## config.mk

```make
export PLATFORM = sky130hd
export DESIGN_NAME = hex_uid_allowlist_matcher_flat
export DESIGN_NICKNAME = d
export VERILOG_FILES = /design/src/rtl/core/huam_pkg.sv /design/src/rtl/core/huam_if.sv /design/src/rtl/core/huam_ram.sv /design/src/rtl/core/hex_uid_allowlist_matcher.sv /design/src/flat_wrapper.sv
export VERILOG_INCLUDE_DIRS = /design/src /design/src/rtl/core
export SDC_FILE = /design/constraint.sdc
export NUM_CORES = 1
export LEC_CHECK = 0
export BUFFER_PORTS_ARGS = -buffer_cell sky130_fd_sc_hd__buf_2
export CAP_MARGIN = 20
export CELL_PAD_IN_SITES_DETAIL_PLACEMENT = 0
export CELL_PAD_IN_SITES_GLOBAL_PLACEMENT = 1
export CORE_ASPECT_RATIO = 1.5
export CORE_MARGIN = 5
export CORE_UTILIZATION = 50
export DETAILED_ROUTE_END_ITERATION = 16
export GPL_TIMING_DRIVEN = 0
export HOLD_SLACK_MARGIN = 0.08
export PLACE_DENSITY = 0.78
export SLEW_MARGIN = 5
export SYNTH_ARGS = -nofsm -noshare
export SYNTH_HDL_FRONTEND = slang
export SYNTH_SLANG_ARGS = --single-unit
export TNS_END_PERCENT = 30
```

## constraint.sdc

```tcl
create_clock -name clock -period 7.8 [get_ports clock]
set_clock_uncertainty 0.1 [all_clocks]
set_input_delay 0 -clock clock [delete_from_list [all_inputs] [get_ports clock]]
set_output_delay 0 -clock clock [all_outputs]
set_load 0.02 [all_outputs]
```

## src/rtl/core/hex_uid_allowlist_matcher_defines.svh

```systemverilog
// ----------------------------------------------------------------------------
// Assertion macros for the hex UID allowlist matcher.
// The assertions compile away when SYNTHESIS is defined.
// ----------------------------------------------------------------------------
`ifndef HEX_UID_ALLOWLIST_MATCHER_DEFINES_SVH
`define HEX_UID_ALLOWLIST_MATCHER_DEFINES_SVH

`ifndef SYNTHESIS

`define HUAM_ASSERT_IMPLY(label, clk, rst, ante, cons) \
   label: assert property (@(posedge clk) disable iff (rst) (ante) |-> (cons)) \
      else $error("huam assertion failed");

`define HUAM_ASSERT_NEXT(label, clk, rst, ante, cons) \
   label: assert property (@(posedge clk) disable iff (rst) (ante) |=> (cons)) \
      else $error("huam assertion failed");

`else

`define HUAM_ASSERT_IMPLY(label, clk, rst, ante, cons)

`define HUAM_ASSERT_NEXT(label, clk, rst, ante, cons)

`endif

`endif

```

## src/rtl/core/huam_pkg.sv

```systemverilog
// ----------------------------------------------------------------------------
// huam_pkg
// Sizes, field widths and operation codes of the hex UID allowlist matcher.
// ----------------------------------------------------------------------------
`default_nettype none

package huam_pkg;

   localparam int MAX_ENTRIES       = 8;
   localparam int UID_TEXT_CAPACITY = 21;
   localparam int DIGITS_PER_ENTRY  = UID_TEXT_CAPACITY - 1;

   localparam int OPERATION_W   = 3;
   localparam int CHARACTER_W   = 8;
   localparam int ENTRY_COUNT_W = 4;
   localparam int DIGIT_W       = 4;

   localparam int ENTRY_IDX_W  = (MAX_ENTRIES > 1) ? $clog2(MAX_ENTRIES) : 1;
   localparam int COUNT_W      = $clog2(MAX_ENTRIES + 1);
   localparam int LEN_W        = $clog2(DIGITS_PER_ENTRY + 1);
   localparam int DIGIT_ADDR_W = $clog2(DIGITS_PER_ENTRY);

   typedef enum logic [OPERATION_W-1:0] {
      OP_CLEAR      = 3'd0,
      OP_LIST_CHAR  = 3'd1,
      OP_LIST_END   = 3'd2,
      OP_QUERY_CHAR = 3'd3,
      OP_QUERY_END  = 3'd4
   } op_type;

   localparam logic KIND_LIST  = 1'b0;
   localparam logic KIND_QUERY = 1'b1;

endpackage

`default_nettype wire

```

## src/rtl/core/huam_if.sv

```systemverilog
// ----------------------------------------------------------------------------
// huam_if
// Request and response channel interfaces with a valid and ready handshake.
// ----------------------------------------------------------------------------
`default_nettype none

interface huam_req_if
   import huam_pkg::*;
   ();
   logic                   valid;
   logic                   ready;
   logic [OPERATION_W-1:0] operation;
   logic [CHARACTER_W-1:0] character;

   modport source (output valid, output operation, output character, input ready);
   modport sink   (input valid, input operation, input character, output ready);
endinterface

interface huam_rsp_if
   import huam_pkg::*;
   ();
   logic                     valid;
   logic                     ready;
   logic                     result_kind;
   logic [ENTRY_COUNT_W-1:0] entry_count;
   logic                     allowed;

   modport source (output valid, output result_kind, output entry_count, output allowed,
                   input ready);
   modport sink   (input valid, input result_kind, input entry_count, input allowed,
                   output ready);
endinterface

`default_nettype wire

```

## src/rtl/core/huam_ram.sv

```systemverilog
// ----------------------------------------------------------------------------
// huam_ram
// Simple dual-port RAM with a registered read that returns write data when
// the read and write addresses collide.
// ----------------------------------------------------------------------------
`default_nettype none

module huam_ram #(
   parameter int WIDTH = 4,
   parameter int DEPTH = 20
) (
   input  wire logic                     clock,
   input  wire logic                     wr_en,
   input  wire logic [$clog2(DEPTH)-1:0] wr_addr,
   input  wire logic [WIDTH-1:0]         wr_data,
   input  wire logic [$clog2(DEPTH)-1:0] rd_addr,
   output logic      [WIDTH-1:0]         rd_data
);

   logic [WIDTH-1:0] mem_ff [DEPTH];
   logic [WIDTH-1:0] rd_data_ff;

   always_ff @(posedge clock) begin
      if (wr_en) begin
         mem_ff[wr_addr] <= wr_data;
      end
      if (wr_en && (wr_addr == rd_addr)) begin
         rd_data_ff <= wr_data;
      end else begin
         rd_data_ff <= mem_ff[rd_addr];
      end
   end

   assign rd_data = rd_data_ff;

endmodule

`default_nettype wire

```

## src/rtl/core/hex_uid_allowlist_matcher.sv

```systemverilog
// ----------------------------------------------------------------------------
// hex_uid_allowlist_matcher
// Loads an allowlist of hex UIDs from list text and answers queries against
// it, one character per item.
// ----------------------------------------------------------------------------
//  channel  | direction | payload
//  req_chan | in        | operation, character
//  rsp_chan | out       | result_kind, entry_count, allowed
//
// One item is accepted per cycle while the response register is free or is
// being drained in the same cycle; a response appears in the cycle after its item.
// The per-entry digit RAMs are read every cycle at the next query position, so
// a query character compares all entries in the cycle it is accepted.
// Reset is synchronous and clears the entry count, token and query state.
// A response that waits on the receiver holds off every request item until it
// is taken.
// ----------------------------------------------------------------------------
`default_nettype none

`include "hex_uid_allowlist_matcher_defines.svh"

module hex_uid_allowlist_matcher
   import huam_pkg::*;
(
   input wire logic  clock,
   input wire logic  reset,
   huam_req_if.sink   req_chan,
   huam_rsp_if.source rsp_chan
);

   function automatic logic is_separator(input logic [CHARACTER_W-1:0] ch);
      return (ch == 8'h2C) || (ch == 8'h3B) || (ch == 8'h20) ||
             (ch == 8'h09) || (ch == 8'h0D) || (ch == 8'h0A);
   endfunction

   function automatic logic is_hex(input logic [CHARACTER_W-1:0] ch);
      return ((ch >= 8'h30) && (ch <= 8'h39)) || ((ch >= 8'h41) && (ch <= 8'h46)) ||
             ((ch >= 8'h61) && (ch <= 8'h66));
   endfunction

   function automatic logic [DIGIT_W-1:0] hex_digit(input logic [CHARACTER_W-1:0] ch);
      logic [CHARACTER_W-1:0] value;
      if (ch <= 8'h39) begin
         value = ch - 8'h30;
      end else if (ch <= 8'h46) begin
         value = ch - 8'h37;
      end else begin
         value = ch - 8'h57;
      end
      return value[DIGIT_W-1:0];
   endfunction

   logic [COUNT_W-1:0]     stored_entries_ff, stored_entries_in;
   logic [LEN_W-1:0]       token_length_ff, token_length_in;
   logic                   token_malformed_ff, token_malformed_in;
   logic [LEN_W-1:0]       query_length_ff, query_length_in;
   logic                   query_malformed_ff, query_malformed_in;
   logic [MAX_ENTRIES-1:0] entry_still_matching_ff, entry_still_matching_in;
   logic [LEN_W-1:0]       entry_digit_length_ff [MAX_ENTRIES];

   logic                     rsp_valid_ff, rsp_valid_in;
   logic                     rsp_kind_ff, rsp_kind_in;
   logic [ENTRY_COUNT_W-1:0] rsp_count_ff, rsp_count_in;
   logic                     rsp_allowed_ff, rsp_allowed_in;

   logic                   req_accept;
   logic                   emit;
   logic                   length_we;
   logic [MAX_ENTRIES-1:0] digit_we;
   logic [DIGIT_W-1:0]     char_digit;
   logic                   char_is_hex;
   logic                   char_is_sep;
   logic [ENTRY_IDX_W-1:0] write_entry;
   logic [MAX_ENTRIES-1:0] entry_active;
   logic [DIGIT_W-1:0]     rd_digit [MAX_ENTRIES];
   logic                   verdict;

   assign req_chan.ready = !rsp_valid_ff || rsp_chan.ready;
   assign req_accept     = req_chan.valid && req_chan.ready;
   assign char_is_hex    = is_hex(req_chan.character);
   assign char_is_sep    = is_separator(req_chan.character);
   assign char_digit     = hex_digit(req_chan.character);
   assign write_entry    = stored_entries_ff[ENTRY_IDX_W-1:0];

   for (genvar e = 0; e < MAX_ENTRIES; e++) begin : g_entry
      assign entry_active[e] = COUNT_W'(e) < stored_entries_ff;

      huam_ram #(
         .WIDTH(DIGIT_W),
         .DEPTH(DIGITS_PER_ENTRY)
      ) u_digits (
         .clock  (clock),
         .wr_en  (digit_we[e]),
         .wr_addr(token_length_ff[DIGIT_ADDR_W-1:0]),
         .wr_data(char_digit),
         .rd_addr(query_length_in[DIGIT_ADDR_W-1:0]),
         .rd_data(rd_digit[e])
      );
   end

   always_comb begin
      verdict = 1'b0;
      for (int e = 0; e < MAX_ENTRIES; e++) begin
         if (entry_active[e] && entry_still_matching_ff[e] &&
             (entry_digit_length_ff[e] == query_length_ff)) begin
            verdict = 1'b1;
         end
      end
      verdict = verdict && !query_malformed_ff && (query_length_ff != '0);
   end

   always_comb begin
      stored_entries_in       = stored_entries_ff;
      token_length_in         = token_length_ff;
      token_malformed_in      = token_malformed_ff;
      query_length_in         = query_length_ff;
      query_malformed_in      = query_malformed_ff;
      entry_still_matching_in = entry_still_matching_ff;
      digit_we                = '0;
      length_we               = 1'b0;
      emit                    = 1'b0;
      rsp_kind_in             = KIND_LIST;
      rsp_allowed_in          = 1'b0;

      if (req_accept) begin
         case (op_type'(req_chan.operation))
            OP_CLEAR: begin
               query_length_in         = '0;
               query_malformed_in      = 1'b0;
               entry_still_matching_in = '1;
               stored_entries_in       = '0;
               token_length_in         = '0;
               token_malformed_in      = 1'b0;
            end
            OP_LIST_CHAR: begin
               query_length_in         = '0;
               query_malformed_in      = 1'b0;
               entry_still_matching_in = '1;
               if (stored_entries_ff < COUNT_W'(MAX_ENTRIES)) begin
                  if (char_is_sep) begin
                     if ((token_length_ff != '0) && !token_malformed_ff &&
                         !token_length_ff[0]) begin
                        length_we         = 1'b1;
                        stored_entries_in = stored_entries_ff + 1'b1;
                     end
                     token_length_in    = '0;
                     token_malformed_in = 1'b0;
                  end else if (!char_is_hex ||
                               (token_length_ff >= LEN_W'(DIGITS_PER_ENTRY))) begin
                     token_malformed_in = 1'b1;
                  end else begin
                     digit_we[write_entry] = 1'b1;
                     token_length_in       = token_length_ff + 1'b1;
                  end
               end
            end
            OP_LIST_END: begin
               query_length_in         = '0;
               query_malformed_in      = 1'b0;
               entry_still_matching_in = '1;
               if ((stored_entries_ff < COUNT_W'(MAX_ENTRIES)) &&
                   (token_length_ff != '0) && !token_malformed_ff &&
                   !token_length_ff[0]) begin
                  length_we         = 1'b1;
                  stored_entries_in = stored_entries_ff + 1'b1;
               end
               token_length_in    = '0;
               token_malformed_in = 1'b0;
               emit               = 1'b1;
               rsp_kind_in        = KIND_LIST;
            end
            OP_QUERY_CHAR: begin
               if (!char_is_hex || (query_length_ff >= LEN_W'(DIGITS_PER_ENTRY))) begin
                  query_malformed_in = 1'b1;
               end else begin
                  for (int e = 0; e < MAX_ENTRIES; e++) begin
                     if (entry_active[e] &&
                         ((query_length_ff >= entry_digit_length_ff[e]) ||
                          (rd_digit[e] != char_digit))) begin
                        entry_still_matching_in[e] = 1'b0;
                     end
                  end
                  query_length_in = query_length_ff + 1'b1;
               end
            end
            OP_QUERY_END: begin
               emit                    = 1'b1;
               rsp_kind_in             = KIND_QUERY;
               rsp_allowed_in          = verdict;
               query_length_in         = '0;
               query_malformed_in      = 1'b0;
               entry_still_matching_in = '1;
            end
            default: begin
            end
         endcase
      end

      rsp_count_in = ENTRY_COUNT_W'(stored_entries_in);
      if (emit) begin
         rsp_valid_in = 1'b1;
      end else if (rsp_chan.ready) begin
         rsp_valid_in = 1'b0;
      end else begin
         rsp_valid_in = rsp_valid_ff;
      end
   end

   always_ff @(posedge clock) begin
      if (reset) begin
         stored_entries_ff       <= '0;
         token_length_ff         <= '0;
         token_malformed_ff      <= 1'b0;
         query_length_ff         <= '0;
         query_malformed_ff      <= 1'b0;
         entry_still_matching_ff <= '1;
         rsp_valid_ff            <= 1'b0;
      end else begin
         stored_entries_ff       <= stored_entries_in;
         token_length_ff         <= token_length_in;
         token_malformed_ff      <= token_malformed_in;
         query_length_ff         <= query_length_in;
         query_malformed_ff      <= query_malformed_in;
         entry_still_matching_ff <= entry_still_matching_in;
         rsp_valid_ff            <= rsp_valid_in;
      end
   end

   always_ff @(posedge clock) begin
      if (length_we) begin
         entry_digit_length_ff[write_entry] <= token_length_ff;
      end
      if (emit) begin
         rsp_kind_ff    <= rsp_kind_in;
         rsp_count_ff   <= rsp_count_in;
         rsp_allowed_ff <= rsp_allowed_in;
      end
   end

   assign rsp_chan.valid       = rsp_valid_ff;
   assign rsp_chan.result_kind = rsp_kind_ff;
   assign rsp_chan.entry_count = rsp_count_ff;
   assign rsp_chan.allowed     = rsp_allowed_ff;

   `HUAM_ASSERT_IMPLY(a_count_bound, clock, reset, 1'b1,
                      stored_entries_ff <= COUNT_W'(MAX_ENTRIES))
   `HUAM_ASSERT_IMPLY(a_query_bound, clock, reset, 1'b1,
                      query_length_ff <= LEN_W'(DIGITS_PER_ENTRY))
   `HUAM_ASSERT_IMPLY(a_list_never_allowed, clock, reset,
                      rsp_valid_ff && (rsp_kind_ff == KIND_LIST), !rsp_allowed_ff)
   `HUAM_ASSERT_NEXT(a_count_holds_idle, clock, reset, !req_accept,
                     $stable(stored_entries_ff))

endmodule

`default_nettype wire

```

## src/flat_wrapper.sv

```systemverilog
// flat-port wrapper written by rule: the top's interface ports become plain ports
module hex_uid_allowlist_matcher_flat import huam_pkg::*;
  (clock, reset, req_chan_valid, req_chan_operation, req_chan_character, req_chan_ready, rsp_chan_valid, rsp_chan_result_kind, rsp_chan_entry_count, rsp_chan_allowed, rsp_chan_ready);
  huam_req_if req_chan_i ();
  huam_rsp_if rsp_chan_i ();
  input wire logic clock;
  input wire logic reset;
  input wire logic [$bits(req_chan_i.valid)-1:0] req_chan_valid;
  input wire logic [$bits(req_chan_i.operation)-1:0] req_chan_operation;
  input wire logic [$bits(req_chan_i.character)-1:0] req_chan_character;
  output wire logic [$bits(req_chan_i.ready)-1:0] req_chan_ready;
  output wire logic [$bits(rsp_chan_i.valid)-1:0] rsp_chan_valid;
  output wire logic [$bits(rsp_chan_i.result_kind)-1:0] rsp_chan_result_kind;
  output wire logic [$bits(rsp_chan_i.entry_count)-1:0] rsp_chan_entry_count;
  output wire logic [$bits(rsp_chan_i.allowed)-1:0] rsp_chan_allowed;
  input wire logic [$bits(rsp_chan_i.ready)-1:0] rsp_chan_ready;
  assign req_chan_i.valid = req_chan_valid;
  assign req_chan_i.operation = req_chan_operation;
  assign req_chan_i.character = req_chan_character;
  assign req_chan_ready = req_chan_i.ready;
  assign rsp_chan_valid = rsp_chan_i.valid;
  assign rsp_chan_result_kind = rsp_chan_i.result_kind;
  assign rsp_chan_entry_count = rsp_chan_i.entry_count;
  assign rsp_chan_allowed = rsp_chan_i.allowed;
  assign rsp_chan_i.ready = rsp_chan_ready;
  hex_uid_allowlist_matcher u_core (.clock(clock), .reset(reset), .req_chan(req_chan_i), .rsp_chan(rsp_chan_i));
endmodule
```

==> impl_metrics.yaml <==
floorplanning:
  dieWidth_um: 210
  design.core.area_mm2: 0.0597
  die-area_mm2: 0.0651
  start_util: 0.503
  num_io_pins: 23
  fp-row-count: 110
  fp.dieH_um: 310
global_routing:
  grt_overflow: 0
  grt.total_usage: 0.243
  grt_max_degree: 129
  grt_pass1_wl_um: 115000
  antenna_found_initial: 0
  grt_pass1_vias: 17020
run:
  maxCapViolCount: 0
cts:
  postCtsResizedCells: 0
  numCtsBuffers: 60
  hold_buffers: 14
  clock_latency_ns: 0.64
  cts.sinks: 716
  tritoncts: "yes"
  htree_levels: 2
  cts-root-buf: "clkbuf_16"
  cts_setup_buffers: 0
  path_clk_slew_ns: 0.07
  cts.path.max_buffers: 3
cells_and_area:
  final_common_cell: "edfxtp_1"
  fin_util: 0.557
  drive_gt1_frac: 0.175
  fin_nets: 1941
  n_fill_cell: 4603
  stdcell_count: 2709
  mostFrequentLayoutCells: "edfxtp_1, nor2_1, mux4_2"
  area_growth_pct: 10.8
  diodes: 0
detailed_routing:
  drt-vias-per-instance: 6.12
  drt-pass1-iter-count: 6
  ant_nets: 0
  wl_um: 79100
  wl_per_cell_um: 29.2
  vias: 16579
  route.detailed.drc: 0
  drtIter0Drc: 1966
timing:
  hold_viol: 0
  tightest_slew_ns: 1.09
  setup_viol: 0
  tns_ns: 0
  whs_ns: 0.156
  slew_headroom: 0.270
  max_clock_freq_mhz: 243
  drv_slew: 0
  fin_crit_sh: 0.528
  rsz0062_at_grt: "no"
  min_period_ns: 4.12
setup_path:
  cp_data_required_time_ns: 7.95
  cp-start-kind: "register"
  end_kind: "register"
  crit_arrival_ns: 4.27
  crit_end: "u_core.entry_digit_length_ff[0][4]"
  startpoint: "u_core.token_length_ff[0]"
  reg2reg_depth: 9
  worstReg2RegStart: "u_core.token_length_ff[0]"
  rr_endpoint: "u_core.entry_digit_length_ff[0][4]"
  critPathKind: "register to register"
  cp_max_fo: 15
  r2r_slack_ns: 3.68
pwr:
  intPower_w: 0.00587
  comb_power_share: 0.031
  peakVddDrop_v: 0.000145
  pwr_density_cell_mw_per_mm2: 224
  power_frac_clock: 0.395
  switching_power_w: 0.00156
  leakage_nw: 10.3
  p_seq_frac: 0.574
  swShare: 0.210
yosys:
  yosysSeqAreaShare: 0.706
  syn_area_mm2: 0.0300
  synth_nets: 1842
  synth_top_flop_cell: "edfxtp_1"
  synth_top_cells_by_area: "edfxtp_1, mux4_2, mux2i_1, nor2_1, ha_1"
  async_reset_ff_frac: 0
  synth_area_per_cell_um2: 16.9
  yosysTopAreaCell: "edfxtp_1"
  synthDistinctLibCells: 69
  synth_top_area_share: 0.686
  ys_warn_count: 0
  synth_enable_flop_cells: 686
  ys_ff_latch: 716
  synthCells: 1775
placed_design:
  io_buffers: 19
  place.gp.congestion: 0.908
  hpwl_um: 55400
  dp_cells: 2582
hold_path:
  hold_class: "primary input to register"
  hp-start: "req_chan_character[2]"
outcome:
  status: "finished, final reports clean"
stage by stage:
step	setup WS, ns	cell area [um^2]	power (W)
finish	3.68	33300	0.00744
global route	3.44	33300	0.00765
CTS	3.71	33300	0.00747
detailed placement	3.71	31200	0.00458
global placement	2.10	31100	0.00458
floorplan	4.33	30000	0.00449
power groups by stage:
stage | Combinational, W | Sequential, W | Clock [W]
after floorplan | 0.000123 | 0.00436 | 0
after global placement | 0.000202 | 0.00437 | 0
after detailed placement | 0.000230 | 0.00435 | 0
after CTS | 0.000235 | 0.00427 | 0.00297
after global routing | 0.000251 | 0.00427 | 0.00313
final | 0.000234 | 0.00427 | 0.00294
layer usage:
layer | routed length, um | vias to the layer above | GRT usage
met5 | 0 | - | 0
met4 | 4370 | 0 | 0.116
met2 | 41800 | 750 | 0.438
li1 | - | 7163 | -
met1 | 27800 | 8481 | 0.289
met3 | 5130 | 185 | 0.0338
registers in the layout (all words and copies together), names as in the netlist, named ones only:
name / cells
u_core.rsp_chan.valid: 1
u_core.rsp_chan.entry_count: 4
u_core.entry_digit_length_ff: 40
u_core.entry_still_matching_ff: 8
u_core.query_length_ff: 5
u_core.stored_entries_ff: 4
u_core.g_entry.u_digits.mem_ff: 640
u_core.token_length_ff: 5
u_core.token_malformed_ff: 1
u_core.rsp_chan.result_kind: 1
u_core.query_malformed_ff: 1
u_core.rsp_chan.allowed: 1
worst min-delay path by stage:
| stage | slack (ns) | endpoint | depth (start not counted) |
|---|---|---|---|
| after global placement | 0.18 | u_core.rsp_chan.valid | 3 |
| after global routing | 0.17 | u_core.entry_still_matching_ff[6] | 5 |
| after detailed placement | 0.19 | u_core.rsp_chan.valid | 3 |
| final | 0.16 | u_core.g_entry[1].u_digits.mem_ff[11][2] | 3 |
| after floorplan | 0.04 | u_core.rsp_chan.valid | 2 |
| after CTS | 0.12 | register | 7 |
final cells by class:
cell class	count	area, um^2	area share
sequential	716	21200	0.637
multi-input combinational	910	8040	0.242
clock buffer	67	1530	0.0459
tap	784	981	0.0295
buffer	94	587	0.0176
clock inverter	46	374	0.0112
timing repair buffer	37	345	0.0104
inverter	55	216	0.00651
Yosys cell counts, drive strengths merged, types with 28 or more instances:
master,number
nand3,28
nor2,210
nand2,66
dfxtp,30
ha,52
inv,55
mux4,128
a21oi,47
buf,73
edfxtp,686
mux2i,103
o21ai,35
critical path: stages, from the launching register on:
cell and delay [ns]:
dfxtp_1 0.79, inv_1 0.15, ha_1 0.24, nor2b_1 0.20, and2_1 0.22, nor4_1 0.49, nand2_1 0.11, a21oi_1 0.39
nand2_1 0.27, nor3_1 0.77
cells by family (layout without fill, tap and decap cells):
logic type / after synthesis / after routing / share of synthesized area
xor+xnor: 36 / 36 / 0.0105
flops: 716 / 716 / 0.706
buf+inv: 149 / 299 / 0.0260
compound gates: 195 / 195 / 0.0445
mux: 236 / 236 / 0.132
fa+ha+maj: 52 / 52 / 0.0217
simple gates: 391 / 391 / 0.0588
Power figures use the tool's default switching activity.
